==> config.mk <==
export PLATFORM = sky130hd
export DESIGN_NAME = sha256_byte_stream_hasher_unit
export DESIGN_NICKNAME = d
export VERILOG_FILES = /design/src/hw/rtl/sha_pkg.sv /design/src/hw/rtl/sha256_byte_stream_hasher_unit.sv
export SDC_FILE = /design/constraint.sdc
export NUM_CORES = 2
export LEC_CHECK = 0
export BUFFER_PORTS_ARGS = -buffer_cell sky130_fd_sc_hd__buf_2
export CORE_AREA = 2 2 487 489
export CTS_CLUSTER_DIAMETER = 60
export DETAILED_ROUTE_END_ITERATION = 16
export DIE_AREA = 0 0 489 491
export HOLD_SLACK_MARGIN = 0.08
export PLACE_DENSITY = 0.45
export SYNTH_ARGS = -nofsm -noshare
export SYNTH_HDL_FRONTEND = slang
export SYNTH_SLANG_ARGS = --single-unit
==> constraint.sdc <==
create_clock -name i_clk -period 12.8 [get_ports i_clk]
set_input_delay 2.56 -clock i_clk [delete_from_list [all_inputs] [get_ports i_clk]]
set_output_delay 2.56 -clock i_clk [all_outputs]
set_load 0.01 [all_outputs]
==> src/hw/rtl/sha_pkg.sv <==
// ----------------------------------------------------------------------------
// sha_pkg
// Round constants, initial chaining values, sequencer types and the SHA-256
// bit-mixing functions shared by the byte stream hasher.
// ----------------------------------------------------------------------------
package sha_pkg;

    localparam int unsigned NUM_ROUNDS = 64;
    localparam int unsigned NUM_CHAIN  = 8;
    localparam int unsigned NUM_SCHED  = 16;

    localparam logic [7:0] PAD_BYTE   = 8'h80;
    localparam logic [5:0] LEN_OFFSET = 6'd56;

    localparam logic [31:0] K_ROUND [NUM_ROUNDS] = '{
        32'h428a2f98, 32'h71374491, 32'hb5c0fbcf, 32'he9b5dba5,
        32'h3956c25b, 32'h59f111f1, 32'h923f82a4, 32'hab1c5ed5,
        32'hd807aa98, 32'h12835b01, 32'h243185be, 32'h550c7dc3,
        32'h72be5d74, 32'h80deb1fe, 32'h9bdc06a7, 32'hc19bf174,
        32'he49b69c1, 32'hefbe4786, 32'h0fc19dc6, 32'h240ca1cc,
        32'h2de92c6f, 32'h4a7484aa, 32'h5cb0a9dc, 32'h76f988da,
        32'h983e5152, 32'ha831c66d, 32'hb00327c8, 32'hbf597fc7,
        32'hc6e00bf3, 32'hd5a79147, 32'h06ca6351, 32'h14292967,
        32'h27b70a85, 32'h2e1b2138, 32'h4d2c6dfc, 32'h53380d13,
        32'h650a7354, 32'h766a0abb, 32'h81c2c92e, 32'h92722c85,
        32'ha2bfe8a1, 32'ha81a664b, 32'hc24b8b70, 32'hc76c51a3,
        32'hd192e819, 32'hd6990624, 32'hf40e3585, 32'h106aa070,
        32'h19a4c116, 32'h1e376c08, 32'h2748774c, 32'h34b0bcb5,
        32'h391c0cb3, 32'h4ed8aa4a, 32'h5b9cca4f, 32'h682e6ff3,
        32'h748f82ee, 32'h78a5636f, 32'h84c87814, 32'h8cc70208,
        32'h90befffa, 32'ha4506ceb, 32'hbef9a3f7, 32'hc67178f2
    };

    localparam logic [31:0] IV_CHAIN [NUM_CHAIN] = '{
        32'h6a09e667, 32'hbb67ae85, 32'h3c6ef372, 32'ha54ff53a,
        32'h510e527f, 32'h9b05688c, 32'h1f83d9ab, 32'h5be0cd19
    };

    localparam logic FUNC_FIN = 1'b1;

    typedef enum logic [2:0] {
        ST_IDLE,
        ST_PAD,
        ST_ROUND,
        ST_FOLD,
        ST_OUT
    } t_state;

    typedef enum logic [1:0] {
        PH_MARK,
        PH_ZERO,
        PH_LEN
    } t_phase;

    function automatic logic [31:0] rotr(input logic [31:0] x, input int unsigned n);
        return (x >> n) | (x << (32 - n));
    endfunction

    function automatic logic [31:0] big_sig0(input logic [31:0] x);
        return rotr(x, 2) ^ rotr(x, 13) ^ rotr(x, 22);
    endfunction

    function automatic logic [31:0] big_sig1(input logic [31:0] x);
        return rotr(x, 6) ^ rotr(x, 11) ^ rotr(x, 25);
    endfunction

    function automatic logic [31:0] small_sig0(input logic [31:0] x);
        return rotr(x, 7) ^ rotr(x, 18) ^ (x >> 3);
    endfunction

    function automatic logic [31:0] small_sig1(input logic [31:0] x);
        return rotr(x, 17) ^ rotr(x, 19) ^ (x >> 10);
    endfunction

endpackage

==> src/hw/rtl/sha256_byte_stream_hasher_unit.sv <==
// ----------------------------------------------------------------------------
// sha256_byte_stream_hasher_unit
// SHA-256 over a byte stream: buffers bytes into a 16-word schedule window,
// runs one compression round per cycle, pads on finish, emits the digest.
// ----------------------------------------------------------------------------
//  channel | direction | handshake               | payload
//  --------+-----------+-------------------------+------------------------------
//  in      | to unit   | i_in_valid / o_in_stall | i_func, i_data_byte
//  out     | from unit | o_out_valid/ i_out_stall| o_digest_word, o_word_index,
//          |           |                         | o_last
//
//  Every 64th byte starts a compression in the shared round unit and a fold into
//  the chaining words. A finish word pushes one pad byte per cycle, held while
//  a block compresses (9 to 72 bytes, and a pause at offset 56 before the length
//  bytes), runs one or two compressions, then offers four digest words.
//  Synchronous active-low reset loads the initial chaining values; no sweep.
//  o_in_stall stays high from acceptance of a finish word until the last digest
//  word is taken, and while a block compresses; a stalled digest word holds.
// ----------------------------------------------------------------------------
module sha256_byte_stream_hasher_unit (
    input  logic        i_clk,
    input  logic        i_rst_n,
    input  logic        i_in_valid,
    output logic        o_in_stall,
    input  logic        i_func,
    input  logic [7:0]  i_data_byte,
    output logic        o_out_valid,
    input  logic        i_out_stall,
    output logic [63:0] o_digest_word,
    output logic [1:0]  o_word_index,
    output logic        o_last
);
    import sha_pkg::*;

    t_state      r_state, n_state;
    t_phase      r_phase;
    logic [31:0] r_chain [NUM_CHAIN];
    logic [31:0] r_s     [NUM_CHAIN];
    logic [31:0] r_w     [NUM_SCHED];
    logic [5:0]  r_fill;
    logic [5:0]  r_rnd;
    logic [63:0] r_msg_bits;
    logic [63:0] r_len;
    logic [1:0]  r_oidx;
    logic        r_fin;

    logic        in_acc, out_acc;
    logic        push_en, wrap;
    logic [7:0]  push_data;
    logic [31:0] t1, t2, w_new;

    assign in_acc  = i_in_valid && !o_in_stall;
    assign out_acc = o_out_valid && !i_out_stall;
    assign wrap    = push_en && (r_fill == 6'd63);

    // Round unit and schedule extension
    always_comb begin
        t1 = r_s[7] + big_sig1(r_s[4]) + ((r_s[4] & r_s[5]) ^ (~r_s[4] & r_s[6]))
           + K_ROUND[r_rnd] + r_w[0];
        t2 = big_sig0(r_s[0])
           + ((r_s[0] & r_s[1]) ^ (r_s[0] & r_s[2]) ^ (r_s[1] & r_s[2]));
        w_new = r_w[0] + small_sig0(r_w[1]) + r_w[9] + small_sig1(r_w[14]);
    end

    // Next state
    always_comb begin
        n_state = r_state;
        unique case (r_state)
            ST_IDLE: begin
                if (in_acc && (i_func == FUNC_FIN)) begin
                    n_state = ST_PAD;
                end else if (wrap) begin
                    n_state = ST_ROUND;
                end
            end
            ST_PAD: begin
                if (wrap) begin
                    n_state = ST_ROUND;
                end
            end
            ST_ROUND: begin
                if (r_rnd == 6'd63) begin
                    n_state = ST_FOLD;
                end
            end
            ST_FOLD: begin
                // a pending finish is marked by leaving the mark phase
                priority if (r_fin) begin
                    n_state = ST_OUT;
                end else if (r_phase != PH_MARK) begin
                    n_state = ST_PAD;
                end else begin
                    n_state = ST_IDLE;
                end
            end
            ST_OUT: begin
                if (out_acc && (r_oidx == 2'd3)) begin
                    n_state = ST_IDLE;
                end
            end
            default: n_state = ST_IDLE;
        endcase
    end

    // Outputs and byte push control
    always_comb begin
        o_in_stall  = (r_state != ST_IDLE);
        o_out_valid = (r_state == ST_OUT);
        push_en     = 1'b0;
        push_data   = i_data_byte;
        unique case (r_state)
            ST_IDLE: begin
                push_en = in_acc && (i_func != FUNC_FIN);
            end
            ST_PAD: begin
                unique case (r_phase)
                    PH_MARK: begin
                        push_en   = 1'b1;
                        push_data = PAD_BYTE;
                    end
                    PH_ZERO: begin
                        push_en   = (r_fill != LEN_OFFSET);
                        push_data = 8'h00;
                    end
                    PH_LEN: begin
                        push_en   = 1'b1;
                        push_data = r_len[{~r_fill[2:0], 3'b000} +: 8];
                    end
                    default: begin
                        push_en   = 1'b0;
                        push_data = 8'h00;
                    end
                endcase
            end
            ST_ROUND, ST_FOLD, ST_OUT: begin
                push_en = 1'b0;
            end
            default: push_en = 1'b0;
        endcase
        o_word_index  = r_oidx;
        o_last        = (r_oidx == 2'd3);
        o_digest_word = {r_chain[{r_oidx, 1'b0}], r_chain[{r_oidx, 1'b1}]};
    end

    always_ff @(posedge i_clk) begin
        if (!i_rst_n) begin
            r_state    <= ST_IDLE;
            r_phase    <= PH_MARK;
            r_fin      <= 1'b0;
            r_fill     <= '0;
            r_rnd      <= '0;
            r_msg_bits <= '0;
            r_oidx     <= '0;
            for (int j = 0; j < NUM_CHAIN; j++) begin
                r_chain[j] <= IV_CHAIN[j];
            end
        end else begin
            r_state <= n_state;

            if (push_en) begin
                r_w[r_fill[5:2]][{~r_fill[1:0], 3'b000} +: 8] <= push_data;
                r_fill <= r_fill + 6'd1;
            end

            if (in_acc && (i_func != FUNC_FIN)) begin
                r_msg_bits <= r_msg_bits + 64'd8;
            end

            if (in_acc && (i_func == FUNC_FIN)) begin
                r_len   <= r_msg_bits;
                r_phase <= PH_MARK;
            end

            // Advance the pad phase; the length phase marks the final block
            if (r_state == ST_PAD) begin
                if (r_phase == PH_MARK) begin
                    r_phase <= PH_ZERO;
                end else if (r_phase == PH_ZERO && r_fill == LEN_OFFSET) begin
                    r_phase <= PH_LEN;
                end
            end

            if (in_acc && (i_func == FUNC_FIN)) begin
                r_fin <= 1'b0;
            end else if (r_state == ST_PAD && r_phase == PH_LEN && wrap) begin
                r_fin <= 1'b1;
            end

            if (wrap) begin
                for (int j = 0; j < NUM_CHAIN; j++) begin
                    r_s[j] <= r_chain[j];
                end
            end

            if (r_state == ST_ROUND) begin
                r_s[0] <= t1 + t2;
                r_s[1] <= r_s[0];
                r_s[2] <= r_s[1];
                r_s[3] <= r_s[2];
                r_s[4] <= r_s[3] + t1;
                r_s[5] <= r_s[4];
                r_s[6] <= r_s[5];
                r_s[7] <= r_s[6];
                for (int j = 0; j < NUM_SCHED - 1; j++) begin
                    r_w[j] <= r_w[j + 1];
                end
                r_w[NUM_SCHED - 1] <= w_new;
                r_rnd <= r_rnd + 6'd1;
            end

            if (r_state == ST_FOLD) begin
                for (int j = 0; j < NUM_CHAIN; j++) begin
                    r_chain[j] <= r_chain[j] + r_s[j];
                end
            end

            if (out_acc) begin
                r_oidx <= r_oidx + 2'd1;
                if (r_oidx == 2'd3) begin
                    r_msg_bits <= '0;
                    r_fin      <= 1'b0;
                    r_phase    <= PH_MARK;
                    for (int j = 0; j < NUM_CHAIN; j++) begin
                        r_chain[j] <= IV_CHAIN[j];
                    end
                end
            end
        end
    end

    a_rnd_step: assert property (@(posedge i_clk) disable iff (!i_rst_n)
        (r_state == ST_ROUND && r_rnd != 6'd63) |=> (r_rnd == $past(r_rnd) + 6'd1))
        else $error("round counter skipped");

    a_rnd_start: assert property (@(posedge i_clk) disable iff (!i_rst_n)
        $rose(r_state == ST_ROUND) |-> (r_rnd == 6'd0))
        else $error("compression started mid-count");

    a_out_blocks_in: assert property (@(posedge i_clk) disable iff (!i_rst_n)
        o_out_valid |-> (o_in_stall && r_fill == 6'd0))
        else $error("digest offered with open block");

    a_len_offset: assert property (@(posedge i_clk) disable iff (!i_rst_n)
        (r_state == ST_PAD && r_phase == PH_LEN) |-> (r_fill[5:3] == 3'b111))
        else $error("length bytes outside final eight");

    a_reinit: assert property (@(posedge i_clk) disable iff (!i_rst_n)
        (out_acc && o_last) |=> (r_state == ST_IDLE && r_msg_bits == 64'd0 && !r_fin))
        else $error("message state not reinitialized");

endmodule

==> metrics.txt <==
layout cells sized above 1 0.08616; starting DRC count in detailed routing 4851; Via Count 58070; # hold bufs at CTS 0; CP max stage cell dfxtp_4; Cell variety after synth 92; GPL Wtd Cong 0.9334; Via density 5.325; final hold violation count 0; CP bufs+invs 4; total die area 0.2401 mm^2; clock latency at the later pin of the worst-skew pair 0.82 ns; largest net degree at the start of global routing 223; most frequent cells after synthesis nand2_1, edfxtp_1, o21ai_0; Buffers on Ports 81; VDD IR max 0.1218 mV; CP peak stage delay 0.76 ns; top-count cell post-synth nand2_1; average wire per cell in the routed design 25.37 um; maximum clock frequency 0.09692 GHz; Critical Path AT 10.84 ns; Ys Warns 0; setup_tns 0 ns; DRT Pass-1 Iters 6; syn avg cell area 9.770 um^2; IO Pins 82; worst setup path class reg -> reg; Die X 489 um; total gr overflow 0; Worst-path clk slew 0.06 ns; Initial Util 0.3185; share of the synthesized area in the top cell type 0.3847; Slew Limit Fails 0; syn nets 8255; Final Setup Violations 0; post-CTS setup buffers 0; Max FO, Critical Path 64; CTS Sinks 1168; Worst Hold Class reg -> reg; Post-DP HPWL 205900 um; Layout area overhead 12.14%; leakage power 0.03292 uW; Clock Skew 0.05133 ns; fin area 0.08377 mm^2; Least-Margin Pin Slew 1.363 ns; CP Data Required Time 13.32 ns; Critical Path Source Type flip-flop; Crit. End Element flip-flop; cell accounting for the most synthesized area edfxtp_1; DRC Markers 0; row cnt 178; worst r2r src r_rnd[3]$_SDFFE_PN0N_; global-route usage over all layers 0.2255; Mapped Area 0.07470 mm^2; status finished clean; PwrDens 111.8 mW/mm^2; period utilization 0.8061; ys flop type edfxtp_1; Max Cap Viol 0; Yosys reg bits 1168; minimum clock period 10.32 ns; first-pass GRT wire length 399300 um; RSZ-0062 raised after global routing no; Nets 8230; post-synthesis sequential area ratio 0.4413; post-layout util 0.3572; Post-synth EDFFs 957; htree depth 4; total power 9363 uW; initial antenna violation count 15; core area 0.2345 mm^2; Area contributors post-synth edfxtp_1, nand2_1, ha_1; area of placed instances 0.07867 mm^2; DRT antenna net count 0; Root Buffer clkbuf_16; Max Root-Sink Buffers 3; die height 491 um; Critical path origin r_rnd[3]$_SDFFE_PN0N_; drt total wl 276700 um; CP delay by family, top compound AO/OA/AOI/OAI gates; CTS Buf Count 155; vias in the first global route 57320; post_cts resized 0; fraction of registers with async set/reset 0; Hold WS 0.4623 ns; Slew headroom 0.08157; CTS tree done; hold wc startpoint r_msg_bits[42]$_SDFF_PN0_; Synth Instances 7646
## per-layer routing
metal	share of wire	routed length (um)	up-vias	global-route usage
met1	0.45	125400	29180	0.3098
met5	0	0	-	0
met2	0.47	129300	1668	0.3681
met3	0.046	12750	366	0.02729
li1	-	-	26860	-
met4	0.033	9252	0	0.07169
## cells by family (layout without fill, tap and decap cells)
| group | after synthesis | count (layout) | synth area share |
|---|---|---|---|
| simple gates | 2803 | 2803 | 0.1597 |
| compound gates | 1552 | 1552 | 0.1288 |
| flops | 1168 | 1168 | 0.4413 |
| buf+inv | 710 | 817 | 0.03583 |
| xor+xnor | 609 | 609 | 0.07177 |
| fa+ha+maj | 600 | 600 | 0.1200 |
| mux | 204 | 204 | 0.04268 |
| other cells | 0 | 2 | 0 |
## final cells by class
cell class,instances,area [um^2]
fill,23620,150700
multi-input combinational,5768,39130
sequential,1168,32980
clock buffer,190,4060
tap,3150,3941
timing repair buffer,211,1429
inverter,317,1192
clock inverter,99,1031
antenna,2,5.005
## final timing paths
path                          end  slack, ns  cells past startpoint
max reg2reg  r_s[0][30]$_DFFE_PP_       2.48                     35
max          r_s[0][30]$_DFFE_PP_       2.48                     35
min           r_len[42]$_DFFE_PP_       0.46                      0
min reg2reg   r_len[42]$_DFFE_PP_       0.46                      0
## report_power, final
part | switching, uW | internal, uW
sequential | 38.8 | 4150
clock | 1860 | 2530
combinational | 499 | 290
## sequential cells by signal, summed over array words and instances, names as in the netlist, named ones only
| register | flops |
|---|---|
| r_s | 256 |
| r_msg_bits | 61 |
| r_state | 3 |
| r_chain | 256 |
| r_w | 512 |
| r_len | 61 |
| r_phase | 2 |
| r_rnd | 6 |
| r_fin | 1 |
| o_word_index | 2 |
| r_fill | 6 |
## per-stage QoR
| step | instances | setup slack (ns) |
|---|---|---|
| 3_3_place_gp | 10610 | 2.455 |
| 3_5_place_dp | 10610 | 2.529 |
| 6_report | 10910 | 2.482 |
| 4_1_cts | 10900 | 2.538 |
| 5_1_grt | 10900 | 1.880 |
| 2_1_floorplan | 7646 | 3.126 |
## worst reg2reg max path, delay by kind of cell (launching register included)
kind,cells,cell delay [ns]
buffers and inverters,4,0.90
DFF,1,0.76
AOI/OAI and AO/OA,16,3.67
and+or+nand+nor,6,1.05
adders and majority gates,7,3.05
xor gates and xnor gates,2,0.63
## cell usage in the layout (no fill, tap or decap), drive strengths merged, types with 63 or more instances in the layout
master	count
nand2	1841
edfxtp	957
o21ai	469
a21oi	418
ha	401
xnor2	380
nor2	332
inv	326
xor2	227
dfxtp	211
buf	211
fa	195
a21o	191
clkbuf	190
nand3	135
nor3	108
mux2	86
mux4	83
nand2b	69
clkinv	67
a211oi	63
Power figures use the tool's default switching activity.
